### config.mk
export PLATFORM = sky130hd
export DESIGN_NAME = length_prefix_frame_decoder_flat
export DESIGN_NICKNAME = d
export VERILOG_FILES = /design/src/rtl/lpfd_pkg.sv /design/src/rtl/lpfd_if.sv /design/src/rtl/lpfd_parser.sv /design/src/rtl/lpfd_out_stage.sv /design/src/rtl/length_prefix_frame_decoder.sv /design/src/flat_wrapper.sv
export SDC_FILE = /design/constraint.sdc
export NUM_CORES = 1
export LEC_CHECK = 0
export ABC_AREA = 1
export BUFFER_PORTS_ARGS = -buffer_cell sky130_fd_sc_hd__buf_4
export CAP_MARGIN = 10
export CORE_MARGIN = 1.5
export CORE_UTILIZATION = 60
export DETAILED_ROUTE_END_ITERATION = 10
export GPL_TIMING_DRIVEN = 0
export PLACE_DENSITY = 0.88
export SETUP_SLACK_MARGIN = 0.02
export SYNTH_ARGS = -nofsm -noshare
export SYNTH_HDL_FRONTEND = slang
export SYNTH_SLANG_ARGS = --single-unit
### constraint.sdc
create_clock -name clock -period 4.5 [get_ports clock]
set_input_delay 0.45 -clock clock [delete_from_list [all_inputs] [get_ports clock]]
set_output_delay 0.45 -clock clock [all_outputs]
set_load 0.005 [all_outputs]
### src/rtl/lpfd_pkg.sv
// Shared types and constants for the length-prefix frame decoder.
package lpfd_pkg;

   localparam int BYTE_W   = 8;
   localparam int LEN_W    = 32;
   localparam int HDR_W    = 24;
   localparam int HCOUNT_W = 2;
   localparam int KIND_W   = 2;

   localparam logic [LEN_W-1:0]    MAX_FRAME_RESET = 32'd65536;
   localparam logic [HCOUNT_W-1:0] HDR_LAST_COUNT  = 2'd3;

   typedef enum logic [0:0] {
      CMD_DATA  = 1'b0,
      CMD_CLEAR = 1'b1
   } command_type;

   typedef enum logic [KIND_W-1:0] {
      KIND_PAYLOAD    = 2'd0,
      KIND_BAD_LENGTH = 2'd1,
      KIND_DROPPED    = 2'd2
   } result_kind_type;

   typedef struct packed {
      logic              command;
      logic [BYTE_W-1:0] data_byte;
   } req_item_type;

   typedef struct packed {
      logic [KIND_W-1:0] result_kind;
      logic [BYTE_W-1:0] payload_byte;
      logic              frame_first;
      logic              frame_last;
      logic              error_flag;
   } rsp_item_type;

endpackage

### src/rtl/lpfd_if.sv
// Channel interfaces for the request, response and register write ports.
interface lpfd_req_if;
   logic                        valid;
   logic                        ready;
   logic                        command;
   logic [lpfd_pkg::BYTE_W-1:0] data_byte;

   modport source (output valid, output command, output data_byte, input ready);
   modport sink   (input valid, input command, input data_byte, output ready);
endinterface

interface lpfd_rsp_if;
   logic                        valid;
   logic                        ready;
   logic [lpfd_pkg::KIND_W-1:0] result_kind;
   logic [lpfd_pkg::BYTE_W-1:0] payload_byte;
   logic                        frame_first;
   logic                        frame_last;
   logic                        error_flag;

   modport source (output valid, output result_kind, output payload_byte,
                   output frame_first, output frame_last, output error_flag,
                   input ready);
   modport sink   (input valid, input result_kind, input payload_byte,
                   input frame_first, input frame_last, input error_flag,
                   output ready);
endinterface

interface lpfd_csr_if;
   logic                       valid;
   logic                       ready;
   logic [lpfd_pkg::LEN_W-1:0] max_frame_size;

   modport source (output valid, output max_frame_size, input ready);
   modport sink   (input valid, input max_frame_size, output ready);
endinterface

### src/rtl/lpfd_parser.sv
// Input register, parser state and the per-byte decode logic.
module lpfd_parser (
   input  logic                       clock,
   input  logic                       reset,
   input  logic                       in_valid,
   output logic                       in_ready,
   input  lpfd_pkg::req_item_type     in_item,
   input  logic [lpfd_pkg::LEN_W-1:0] max_frame_size,
   input  logic                       res_ready,
   output logic                       res_valid,
   output lpfd_pkg::rsp_item_type     res_item
);
   import lpfd_pkg::*;

   logic                  item_valid_ff, item_valid_in;
   req_item_type          item_ff;
   logic [HDR_W-1:0]      header_ff, header_in;
   logic [HCOUNT_W-1:0]   hcount_ff, hcount_in;
   logic [LEN_W-1:0]      remain_ff, remain_in;
   logic                  in_payload_ff, in_payload_in;
   logic                  first_ff, first_in;
   logic                  error_ff, error_in;
   logic                  process;
   logic                  has_result;
   logic                  last_byte;
   logic [LEN_W-1:0]      length;
   logic                  bad_length;

   // The held item is decoded once the result register can take its result.
   assign process  = item_valid_ff && res_ready;
   assign in_ready = !item_valid_ff || res_ready;

   assign length     = {header_ff, item_ff.data_byte};
   assign bad_length = (length == '0) || (length > max_frame_size);
   assign last_byte  = (remain_ff <= LEN_W'(1));

   always_comb begin
      item_valid_in = item_valid_ff;
      if (in_ready) begin
         item_valid_in = in_valid;
      end
   end

   always_comb begin
      header_in     = header_ff;
      hcount_in     = hcount_ff;
      remain_in     = remain_ff;
      in_payload_in = in_payload_ff;
      first_in      = first_ff;
      error_in      = error_ff;
      has_result    = 1'b0;
      res_item      = '0;
      if (process) begin
         if (item_ff.command == CMD_CLEAR) begin
            header_in     = '0;
            hcount_in     = '0;
            remain_in     = '0;
            in_payload_in = 1'b0;
            first_in      = 1'b0;
            error_in      = 1'b0;
         end else if (error_ff) begin
            has_result           = 1'b1;
            res_item.result_kind = KIND_DROPPED;
            res_item.error_flag  = 1'b1;
         end else if (in_payload_ff) begin
            has_result            = 1'b1;
            first_in              = 1'b0;
            remain_in             = last_byte ? '0 : remain_ff - LEN_W'(1);
            in_payload_in         = !last_byte;
            res_item.result_kind  = KIND_PAYLOAD;
            res_item.payload_byte = item_ff.data_byte;
            res_item.frame_first  = first_ff;
            res_item.frame_last   = last_byte;
         end else if (hcount_ff != HDR_LAST_COUNT) begin
            header_in = {header_ff[HDR_W-BYTE_W-1:0], item_ff.data_byte};
            hcount_in = hcount_ff + HCOUNT_W'(1);
         end else begin
            header_in = '0;
            hcount_in = '0;
            if (bad_length) begin
               has_result           = 1'b1;
               error_in             = 1'b1;
               res_item.result_kind = KIND_BAD_LENGTH;
               res_item.error_flag  = 1'b1;
            end else begin
               remain_in     = length;
               in_payload_in = 1'b1;
               first_in      = 1'b1;
            end
         end
      end
   end

   assign res_valid = process && has_result;

   always_ff @(posedge clock) begin
      if (reset) begin
         item_valid_ff <= 1'b0;
         header_ff     <= '0;
         hcount_ff     <= '0;
         remain_ff     <= '0;
         in_payload_ff <= 1'b0;
         first_ff      <= 1'b0;
         error_ff      <= 1'b0;
      end else begin
         item_valid_ff <= item_valid_in;
         header_ff     <= header_in;
         hcount_ff     <= hcount_in;
         remain_ff     <= remain_in;
         in_payload_ff <= in_payload_in;
         first_ff      <= first_in;
         error_ff      <= error_in;
      end
   end

   always_ff @(posedge clock) begin
      if (in_ready && in_valid) begin
         item_ff <= in_item;
      end
   end

endmodule

### src/rtl/lpfd_out_stage.sv
// Result register that holds one item until the consumer takes it.
module lpfd_out_stage (
   input  logic                   clock,
   input  logic                   reset,
   input  logic                   res_valid,
   output logic                   res_ready,
   input  lpfd_pkg::rsp_item_type res_item,
   output logic                   out_valid,
   input  logic                   out_ready,
   output lpfd_pkg::rsp_item_type out_item
);
   import lpfd_pkg::*;

   logic         valid_ff, valid_in;
   rsp_item_type item_ff;

   assign res_ready = !valid_ff || out_ready;
   assign out_valid = valid_ff;
   assign out_item  = item_ff;

   always_comb begin
      valid_in = valid_ff;
      if (res_ready) begin
         valid_in = res_valid;
      end
   end

   always_ff @(posedge clock) begin
      if (reset) begin
         valid_ff <= 1'b0;
      end else begin
         valid_ff <= valid_in;
      end
   end

   always_ff @(posedge clock) begin
      if (res_ready && res_valid) begin
         item_ff <= res_item;
      end
   end

endmodule

### src/rtl/length_prefix_frame_decoder.sv
// Top level: an item can be accepted in every cycle unless stalled; any result it gives is registered.
// Path: an accepted item goes through the input register and then the result register.
// Throughput: one item per cycle unless stalled; byte counter, length compare sit between the registers.
// A waiting result stalls the parser, so the input stalls once the input register holds an item.
// Reset is synchronous: it clears the parser state and the error flag and sets max_frame_size to 65536.
module length_prefix_frame_decoder (
   input  logic       clock,
   input  logic       reset,
   lpfd_req_if.sink   req_chan,
   lpfd_rsp_if.source rsp_chan,
   lpfd_csr_if.sink   csr_chan
);
   import lpfd_pkg::*;

   logic [LEN_W-1:0] max_size_ff, max_size_in;
   req_item_type     in_item;
   rsp_item_type     res_item;
   rsp_item_type     out_item;
   logic             res_valid;
   logic             res_ready;

   assign csr_chan.ready = 1'b1;

   always_comb begin
      max_size_in = max_size_ff;
      if (csr_chan.valid) begin
         max_size_in = csr_chan.max_frame_size;
      end
   end

   always_ff @(posedge clock) begin
      if (reset) begin
         max_size_ff <= MAX_FRAME_RESET;
      end else begin
         max_size_ff <= max_size_in;
      end
   end

   assign in_item.command   = req_chan.command;
   assign in_item.data_byte = req_chan.data_byte;

   lpfd_parser u_parser (
      .clock          (clock),
      .reset          (reset),
      .in_valid       (req_chan.valid),
      .in_ready       (req_chan.ready),
      .in_item        (in_item),
      .max_frame_size (max_size_ff),
      .res_ready      (res_ready),
      .res_valid      (res_valid),
      .res_item       (res_item)
   );

   lpfd_out_stage u_out_stage (
      .clock     (clock),
      .reset     (reset),
      .res_valid (res_valid),
      .res_ready (res_ready),
      .res_item  (res_item),
      .out_valid (rsp_chan.valid),
      .out_ready (rsp_chan.ready),
      .out_item  (out_item)
   );

   assign rsp_chan.result_kind  = out_item.result_kind;
   assign rsp_chan.payload_byte = out_item.payload_byte;
   assign rsp_chan.frame_first  = out_item.frame_first;
   assign rsp_chan.frame_last   = out_item.frame_last;
   assign rsp_chan.error_flag   = out_item.error_flag;

endmodule
### src/flat_wrapper.sv
// flat-port wrapper written by rule: the top's interface ports become plain ports
module length_prefix_frame_decoder_flat import lpfd_pkg::*;
  (clock, reset, req_chan_valid, req_chan_command, req_chan_data_byte, req_chan_ready, rsp_chan_valid, rsp_chan_result_kind, rsp_chan_payload_byte, rsp_chan_frame_first, rsp_chan_frame_last, rsp_chan_error_flag, rsp_chan_ready, csr_chan_valid, csr_chan_max_frame_size, csr_chan_ready);
  lpfd_req_if req_chan_i ();
  lpfd_rsp_if rsp_chan_i ();
  lpfd_csr_if csr_chan_i ();
  input  logic clock;
  input  logic reset;
  input wire logic [$bits(req_chan_i.valid)-1:0] req_chan_valid;
  input wire logic [$bits(req_chan_i.command)-1:0] req_chan_command;
  input wire logic [$bits(req_chan_i.data_byte)-1:0] req_chan_data_byte;
  output wire logic [$bits(req_chan_i.ready)-1:0] req_chan_ready;
  output wire logic [$bits(rsp_chan_i.valid)-1:0] rsp_chan_valid;
  output wire logic [$bits(rsp_chan_i.result_kind)-1:0] rsp_chan_result_kind;
  output wire logic [$bits(rsp_chan_i.payload_byte)-1:0] rsp_chan_payload_byte;
  output wire logic [$bits(rsp_chan_i.frame_first)-1:0] rsp_chan_frame_first;
  output wire logic [$bits(rsp_chan_i.frame_last)-1:0] rsp_chan_frame_last;
  output wire logic [$bits(rsp_chan_i.error_flag)-1:0] rsp_chan_error_flag;
  input wire logic [$bits(rsp_chan_i.ready)-1:0] rsp_chan_ready;
  input wire logic [$bits(csr_chan_i.valid)-1:0] csr_chan_valid;
  input wire logic [$bits(csr_chan_i.max_frame_size)-1:0] csr_chan_max_frame_size;
  output wire logic [$bits(csr_chan_i.ready)-1:0] csr_chan_ready;
  assign req_chan_i.valid = req_chan_valid;
  assign req_chan_i.command = req_chan_command;
  assign req_chan_i.data_byte = req_chan_data_byte;
  assign req_chan_ready = req_chan_i.ready;
  assign rsp_chan_valid = rsp_chan_i.valid;
  assign rsp_chan_result_kind = rsp_chan_i.result_kind;
  assign rsp_chan_payload_byte = rsp_chan_i.payload_byte;
  assign rsp_chan_frame_first = rsp_chan_i.frame_first;
  assign rsp_chan_frame_last = rsp_chan_i.frame_last;
  assign rsp_chan_error_flag = rsp_chan_i.error_flag;
  assign rsp_chan_i.ready = rsp_chan_ready;
  assign csr_chan_i.valid = csr_chan_valid;
  assign csr_chan_i.max_frame_size = csr_chan_max_frame_size;
  assign csr_chan_ready = csr_chan_i.ready;
  length_prefix_frame_decoder u_core (.clock(clock), .reset(reset), .req_chan(req_chan_i), .rsp_chan(rsp_chan_i), .csr_chan(csr_chan_i));
endmodule
-- Yosys cells after proc, flatten, opt, wreduce, memory -nomap -nowiden
Cells that the tools add are included.
- output and inout bits: 16
- flip-flop bits (word level): 117
- word-level logic and storage cells: 82
- reductions and logical operators: 17
- bitwise logic cells: 2
- equality and inequality tests: 5
- add/sub/neg operators: 2
- multiplexer cells: 37
- $lt $le $gt $ge: 2
- operators by type and width (kind ; count):
    $mux W32 ; 6
    $mux W24 ; 4
    $gt A32 B32 Y1 ; 1
    $le A32 B1 Y1 const B ; 1
    $logic_not A32 Y1 ; 1
    $sub A32 B1 Y32 const B ; 1
    $mux W1 ; 22
    $mux W2 ; 5
    $ne A2 B2 Y1 const B ; 3
    $ne A3 B3 Y1 const B ; 2
    $reduce_or A5 Y1 ; 1
    $logic_and A1 B1 Y1 ; 4
    $reduce_and A4 Y1 ; 1
    $reduce_or A4 Y1 ; 1
    $logic_not A1 Y1 ; 3
    $logic_or A1 B1 Y1 ; 3
    $reduce_and A3 Y1 ; 1
    $add A2 B1 Y2 const B ; 1
    $not A1 Y1 ; 2
    $reduce_and A2 Y1 ; 1
    $reduce_or A2 Y1 ; 1

-- Logic depth before layout (Yosys ltp)
Gate-level depths: netlist (run 1).
- depth after elaboration: 10
- gate-level depth with buffers: 21

-- Cells and area by module
A second synthesis (run 1) with hierarchy kept.
- cells, all modules: 952
- area, all modules: 6757.7 µm²
- by module, submodules not included (module ; seq. area each (µm²) ; cells an instance ; area each (µm²) ; instances):
    lpfd_parser ; 1511.4 ; 729 ; 4972.3 ; 1
    length_prefix_frame_decoder ; 640.6 ; 204 ; 1347.5 ; 1
    lpfd_out_stage ; 410.4 ; 19 ; 437.9 ; 1

-- Least setup slack after synthesis (run 1)
No wires, ideal clock.
- path kind: reg2reg
- start: reg u_core.max_size_ff[31]
- end: reg u_core.u_out_stage.item_ff, in the netlist u_core.u_out_stage.out_item[0], enable pin
- data required time: 4151 ps
- library setup time: 349 ps
- stages on the path, launching flop included: 17
- period minus slack after synthesis: 2085 ps
- data arrival time: 1736 ps
- path slack: 2415 ps
- cell sequence: dfxtp_1 inv_1 ha_1 nand2_1 nor2_2 nand2_2 nor2_1 nand2_1 o21ai_1 nor2_1 nand2_1 nand2_1 nand2_1 nand2_1 nand3_1 nand2_1 inv_1
- word-level cells in the longest chain between the ends: 10
- RTL lines (what ; RTL line ; text):
    start, declared ; length_prefix_frame_decoder.sv:15 ; logic [LEN_W-1:0] max_size_ff, max_size_in;
    start signal, assigned ; length_prefix_frame_decoder.sv:35 ; max_size_ff <= max_size_in;
    $gt A32 B32 Y1 ; lpfd_parser.sv:34 ; assign bad_length = (length == '0) || (length > max_frame_size);
    $logic_or A1 B1 Y1 ; lpfd_parser.sv:34 ;
    $mux W1 ; lpfd_parser.sv:80 ; if (bad_length) begin
    $mux W1 ; lpfd_parser.sv:74 ; end else if (hcount_ff != HDR_LAST_COUNT) begin
    $mux W1 ; lpfd_parser.sv:65 ; end else if (in_payload_ff) begin
    $mux W1 ; lpfd_parser.sv:61 ; end else if (error_ff) begin
    $mux W1 ; lpfd_parser.sv:54 ; if (item_ff.command == CMD_CLEAR) begin
    $mux W1 ; lpfd_parser.sv:53 ; if (process) begin
    $logic_and A1 B1 Y1 ; lpfd_parser.sv:94 ; assign res_valid = process && has_result;
    $logic_and A1 B1 Y1 ; lpfd_out_stage.sv:37 ; if (res_ready && res_valid) begin
    end signal, assigned ; lpfd_out_stage.sv:38 ; item_ff <= res_item;
    end, declared ; lpfd_out_stage.sv:15 ; rsp_item_type item_ff;
No other way between the ends.
A chain may end at the register's enable or synchronous reset.

-- Worst setup path after layout (run 1)
- start: reg u_core.u_parser.item_ff[3] in the netlist's numbering
- end: reg u_core.u_out_stage.item_ff, in the netlist u_core.u_out_stage.out_item[6], enable pin
- word-level cells in the longest chain between the ends: 10
- elaborated cells between the ends (all ways): 11
- RTL lines (what ; RTL line ; text):
    start, declared ; lpfd_parser.sv:16 ; req_item_type item_ff;
    start signal, assigned ; lpfd_parser.sv:118 ; item_ff <= in_item;
    $gt A32 B32 Y1 or $logic_not A32 Y1 (tied branches) ; lpfd_parser.sv:34 ;
    $logic_or A1 B1 Y1 (*) ; lpfd_parser.sv:34 ;
    $mux W1 (*) ; lpfd_parser.sv:80 ;
    $mux W1 (*) ; lpfd_parser.sv:74 ;
    $mux W1 (*) ; lpfd_parser.sv:65 ;
    $mux W1 (*) ; lpfd_parser.sv:61 ;
    $mux W1 (*) ; lpfd_parser.sv:54 ;
    $mux W1 (*) ; lpfd_parser.sv:53 ;
    $logic_and A1 B1 Y1 (*) ; lpfd_parser.sv:94 ;
    $logic_and A1 B1 Y1 (*) ; lpfd_out_stage.sv:37 ;
Every way passes the cells marked *; elsewhere a longest branch is shown, timed or not.

==> results of run 1 <==
## final timing paths
kind                         startpoint                        endpoint
max          u_core.u_parser.item_ff[3]  u_core.u_out_stage.out_item[6]
min               req_chan_data_byte[6]      u_core.u_parser.item_ff[6]
max reg2reg  u_core.u_parser.item_ff[3]  u_core.u_out_stage.out_item[6]
min reg2reg       u_core.max_size_ff[4]           u_core.max_size_ff[4]
## layout make-up
type,instances,area [um^2],share of cell area [%]
Timing Repair Buffer,59,442.9,5.538
Inverter,78,292.8,3.661
Buffer,38,220.2,2.753
Tap cell,140,175.2,2.190
Sequential cell,117,2562,32.04
Clock inverter,13,180.2,2.253
Clock buffer,19,432.9,5.413
Multi-Input combinational cell,650,3691,46.15
## power by group
part / leakage, nW / internal (mW) / switching, mW
logic: 2.12 / 0.164 / 0.289
clock network: 0.295 / 0.925 / 0.497
registers: 0.962 / 1.10 / 0.0303
## placed cells by master (no fill, tap or decap), types with 4 or more instances in the layout
cell	netlist	layout
nand2_1	163	163
nor2_1	104	104
a21oi_1	97	97
dfxtp_1	95	95
inv_1	69	69
buf_4	4	63
nand3_1	51	51
o21ai_0	47	47
ha_1	35	35
nand3_2	25	25
clkbuf_1	21	23
edfxtp_1	22	22
clkbuf_16	0	17
xor2_1	15	15
a21oi_2	15	15
nand4_1	14	14
nor2_2	8	8
nand2_2	7	7
buf_2	7	7
nor2_4	7	7
nor4_1	6	6
inv_2	6	6
o22ai_1	6	6
nand2_4	5	5
xnor2_1	5	5
nor3_1	5	5
o21a_1	4	4
o21ai_1	4	4
clkinv_1	3	4
o2111ai_1	4	4
bufinv_16	0	4
## registers in the layout (all words and copies together) (netlist names), 2 cells and up
name	count
u_core.u_parser.hcount_ff	2
u_core.u_parser.header_ff	24
u_core.u_parser.remain_ff	32
u_core.u_parser.item_ff	9
u_core.max_size_ff	32
u_core.u_out_stage.out_item	13
## logic make-up after synthesis
logic type	Yosys count
and+or+nand+nor	403
AOI/OAI and AO/OA	191
DFF	117
buffers and inverters	116
adders and majority gates	35
xor gates and xnor gates	20
other	1
## layer usage
layer  wire [um]  up-vias  GRT usage, %
met5           0        -             0
met4         750        0         16.05
met3        2024       89         7.770
met2        9166      407         57.10
met1        7326     2978         41.01
li1            -     3136             -
==> impl_metrics.json, run 1 <==
{
  "status": "finished clean",
  "yosysTopAreaCell": "dfxtp_1",
  "grt_pass1_vias": 6288,
  "drt_wl_total_mm": 19.27,
  "clk_tree_root_cell": "clkbuf_16",
  "max-cap-violations": 0,
  "cts_sinks": 117,
  "synth_area_in_adders_pct": 6.472,
  "final_area_um2": 7998,
  "grt_setup_unrepaired": "no",
  "antenna_found_initial": 0,
  "worstPathBufferInverterCount": 2,
  "synth.area.top_cells": "dfxtp_1 28%, edfxtp_1 9.8%, nand2_1 9.0%, a21oi_1 7.2%, ha_1 6.5%",
  "post_synth_inst_count": 883,
  "dieArea_um2": 11920,
  "detailed_route_via_count": 6610,
  "timing.critical_path.depth": 17,
  "leakage_nw": 3.380,
  "largest_family_of_logic_cells_by_synthesized_area": "simple AND/OR/NAND/NOR gates",
  "power.ir.vdd_worst_mv": 0.2205,
  "post-synth-top-count-cell": "nand2_1",
  "gp_routability_congestion": 0.9401,
  "crit_path_max_incr_delay_ns": 0.47,
  "number_of_distinct_library_cells_after_synthesis": 50,
  "max_slew_headroom_pct": 50.00,
  "finalMaxSlewViolations": 0,
  "layout-drive-gt1-share_pct": 19.20,
  "cts_repair_resize_count": 0,
  "synthMuxAreaShare_pct": 0,
  "finalHoldWorstSlack_ns": 0.2102,
  "post_synthesis_compound_gate_area_fraction_pct": 16.16,
  "endpoint_kind": "flip-flop",
  "setup_skew_after_layout_ns": 0.007625,
  "cp_data_arrival_time_ns": 2.68,
  "critical_path_required_ns": 4.56,
  "cts_made_buffers": 17,
  "power_mw": 3.009,
  "cts_setup_buffers": 0,
  "max_freq_mhz": 381.8,
  "fin_cells": 1114,
  "worst_path_max_delay_cell": "edfxtp_1",
  "post-route-period-util_pct": 58.21,
  "num_rows": 38,
  "worst_slew_pin_slew_ns": 0.7499,
  "drt_drc_violations_left": 0,
  "grt_max_degree": 17,
  "r2r_setup_slack_ns": 1.88,
  "cts_max_path_buffers": 2,
  "synth_seq_cells": 117,
  "power-per-cell-area_nw_per_um2": 376.2,
  "global_route.overflow_total": 0,
  "worst_setup_hold_path_clk_slew_ns": 0.05,
  "setup_total_negative_slack_ns": 0,
  "final-setup-viol-count": 0,
  "yosys.area_share.simple_pct": 29.27,
  "synthXorXnorAreaFrac_pct": 2.589,
  "finish.net_count": 1042,
  "synth_top_area_share_pct": 28.11,
  "synth_common_cells": "163 x nand2_1, 104 x nor2_1, 97 x a21oi_1",
  "timing_worst_setup_path_type": "flip-flop to flip-flop",
  "layout.core_utilization_pct": 73.13,
  "syn2layout_area_growth_pct": 18.20,
  "synth.yosys.seq_area_share_pct": 37.87,
  "viasPerCell": 5.934,
  "clock_tree_from_tritoncts": "yes",
  "detailedRoute.firstIterationViolations": 677,
  "cts_max_level": 4,
  "drtAntennaViolNets": 0,
  "reg2regPathDepth": 17,
  "min-delay-path-class": "input port to flip-flop",
  "critical_path.max_fanout": 13,
  "finalHoldViolations": 0,
  "worst_hold_path.num_cells": 1,
  "syn_area_per_cell_um2": 7.663,
  "cp-start-kind": "flip-flop",
  "number_of_buffers_added_to_fix_hold_violations_after_cts": 0,
  "post_synth_instance_area_um2": 6766,
  "number_of_synthesized_flops_with_an_enable_pin": 22,
  "post_drt_wl_per_cell_um": 17.30,
  "die_w_um": 109.2,
  "grt_pass1_wl_mm": 30.67,
  "dr_pass1_iterations": 6,
  "postLayoutSetupSlackWorst_ns": 1.880,
  "yosysWarnings": 0,
  "syn-num-nets": 964,
  "synth_top_flop_cell": "dfxtp_1",
  "dp_slack_ns": 1.970,
  "initial_core_util_pct": 61.88,
  "placeableCoreArea_um2": 10940,
  "n_antenna_cell": 0,
  "top_level_ports": 62,
  "grt_usage_pct": 33.93,
  "die-height_um": 109.2,
  "clk-insertion-delay-late_ns": 0.42,
  "async_flop_share_pct": 0,
  "fillCellCount": 807,
  "port_buffers": 59,
  "cp_common_cell": "nand2_1",
  "place_hpwl_mm": 13.48,
  "critPathTopFamily": "simple AND/OR/NAND/NOR gates",
  "critical_path.cell_chain": "ha_1, nand2_1, inv_1, nand2_1, nand2_1, nand2_1, nand2_1, nand2_1, nand2_1, nand2_1, nand2_1, nand2_1, nand2_1, nand2_1, nand3_1, nand2_1, inv_1",
  "period_minus_slack_ns": 2.620,
  "instance_area_after_placement_um2": 7385,
  "dp_cells": 1082
}
No activity file was read; power rests on OpenSTA's default activity.
==> run 2, diff against run 1 <==
==> constraint.sdc (replaced) <==
create_clock -name clock -period 2.55 [get_ports clock]
set_input_delay 0.255 -clock clock [delete_from_list [all_inputs] [get_ports clock]]
set_output_delay 0.255 -clock clock [all_outputs]
set_load 0.005 [all_outputs]
==> run 2 against run 1 <==
  * Via count rose by 1.9%
  * Cell area up 0.89%
  * Critical path type unchanged
  * Core utilization is 0.65 points higher
  * Critical endpoint is now u_core.u_parser.remain_ff[12]
  * Sequential share of layout area decreased by 0.28 points
  * Die area did not move
==> impl_metrics.json, run 2 (same netlist as run 1, synthesis figures left out) <==
{
  "layout.core_utilization_pct": 73.79,
  "die_w_um": 109.2,
  "viasPerCell": 6.027,
  "power.ir.vdd_worst_mv": 0.3969,
  "clock_tree_from_tritoncts": "yes",
  "crit_start": "u_core.u_parser.item_ff[5]",
  "endpoint_kind": "flip-flop",
  "gp_routability_congestion": 0.9401,
  "drt_wl_total_mm": 19.66,
  "power_frac_seq_pct": 37.6,
  "p_int_mw": 3.876,
  "drt_drc_violations_left": 0,
  "finalMaxSlewViolations": 0,
  "clk-insertion-delay-late_ns": 0.42,
  "setup_total_negative_slack_ns": 0,
  "cp_common_cell": "nand2_1",
  "max-cap-violations": 0,
  "critical_path.reg2reg.startpoint": "u_core.u_parser.item_ff[5]",
  "top_flop_regs": "u_core.max_size_ff (32), u_core.u_parser.remain_ff (32), u_core.u_parser.header_ff (24)",
  "post_drt_wl_per_cell_um": 17.58,
  "clk_tree_root_cell": "clkbuf_16",
  "min_from": "req_chan_data_byte[6]",
  "global_route.overflow_total": 0,
  "grt_pass1_vias": 6304,
  "instance_area_after_placement_um2": 7385,
  "dieArea_um2": 11920,
  "dp_slack_ns": 0.01966,
  "worst_slew_pin_slew_ns": 0.7762,
  "final_area_um2": 8069,
  "cts_made_buffers": 17,
  "final-setup-viol-count": 0,
  "critical_path_required_ns": 2.86,
  "dp_cells": 1082,
  "sw_frac_of_total_pct": 27.27,
  "power-per-cell-area_nw_per_um2": 660.4,
  "finish.net_count": 1046,
  "port_buffers": 59,
  "antenna_found_initial": 0,
  "critical_path.max_fanout": 10,
  "status": "finished clean",
  "timing_worst_setup_path_type": "flip-flop to flip-flop",
  "critPathTopFamily": "simple AND/OR/NAND/NOR gates",
  "cp_data_arrival_time_ns": 2.74,
  "mostFrequentLayoutCell": "nand2_1",
  "num_rows": 38,
  "setup_skew_after_layout_ns": 0.007317,
  "cts_max_level": 4,
  "power_mw": 5.329,
  "fin_cells": 1118,
  "syn2layout_area_growth_pct": 19.25,
  "grt_pass1_wl_mm": 30.77,
  "worstPathBufferInverterCount": 2,
  "placeableCoreArea_um2": 10940,
  "post-route-period-util_pct": 95.15,
  "die-height_um": 109.2,
  "max_freq_mhz": 412.2,
  "cts_sinks": 117,
  "finalHoldWorstSlack_ns": 0.01320,
  "worst_setup_hold_path_clk_slew_ns": 0.06,
  "grt_usage_pct": 34.04,
  "power.combinational.fraction_pct": 15.3,
  "drtAntennaViolNets": 0,
  "worst_path_max_delay_cell": "edfxtp_1",
  "postLayoutSetupSlackWorst_ns": 0.1237,
  "finalHoldViolations": 0,
  "cts_max_path_buffers": 2,
  "switching_power_mw": 1.453,
  "crit_path_max_incr_delay_ns": 0.50,
  "initial_core_util_pct": 61.88,
  "leakage_nw": 3.398,
  "period_minus_slack_ns": 2.426,
  "max_slew_headroom_pct": 48.25,
  "n_antenna_cell": 0,
  "place_hpwl_mm": 13.48,
  "layout-drive-gt1-share_pct": 19.73,
  "detailed_route_via_count": 6738,
  "clkPwrFrac_pct": 47.1,
  "critical_path.cell_chain": "ha_1, a21oi_1, nor2_1, nor2_1, nand2_1, nand2_1, nand2_1, nand2_1, nand2_1, nand2_1, nand3_2, nand2_4, buf_8, buf_8, nand3_2, nand2_1, nor2_1",
  "cp-start-kind": "flip-flop",
  "min-delay-path-class": "input port to flip-flop",
  "top_level_ports": 62,
  "grt_max_degree": 17,
  "dr_pass1_iterations": 6,
  "most-common-layout-cells": "163 x nand2_1, 104 x nor2_1, 97 x a21oi_1, 95 x dfxtp_1, 68 x inv_1",
  "detailedRoute.firstIterationViolations": 755
}
-- run 2: power by group through the flow --
stage	logic, mW	registers (mW)	clock network (mW)
after floorplan	0.562	2.02	0
after global placement	0.754	2.04	0
after detailed placement	0.768	2.04	0
after CTS	0.787	2.00	2.50
after global routing	0.891	2.01	2.60
final	0.815	2.00	2.51
-- run 2: what timing repair did --
item | 4_1_cts | 5_1_grt
hold buffers | 0 | 0
resized for setup | 1 | 3
setup endpoints to repair | 13 | 29
pin swaps | 0 | 1
setup buffers | 1 | 3
-- run 2: cell type report --
class / count / area [um^2]
timing repair buffer: 63 / 485.5
multi-input combinational: 650 / 3712
tap: 140 / 175.2
sequential: 117 / 2562
fill: 786 / 2867
clock buffer: 19 / 432.9
clock inverter: 13 / 180.2
buffer: 38 / 224.0
inverter: 78 / 296.5
-- run 2: final timing paths --
path                                    to  cells past startpoint  slack (ns)
max          u_core.u_parser.remain_ff[12]                     17        0.12
min             u_core.u_parser.item_ff[6]                      1        0.01
max reg2reg  u_core.u_parser.remain_ff[12]                     17        0.12
min reg2reg          u_core.max_size_ff[4]                      2        0.46
-- run 2: per-layer routing --
metal	up-vias	wire length, um	global-route usage, %	part of all wire [%]
li1	3142	-	-	-
met1	3032	7361	41.01	37
met2	450	9296	57.19	47
met3	114	2071	7.770	11
met4	0	929	16.60	4.7
met5	-	0	0	0
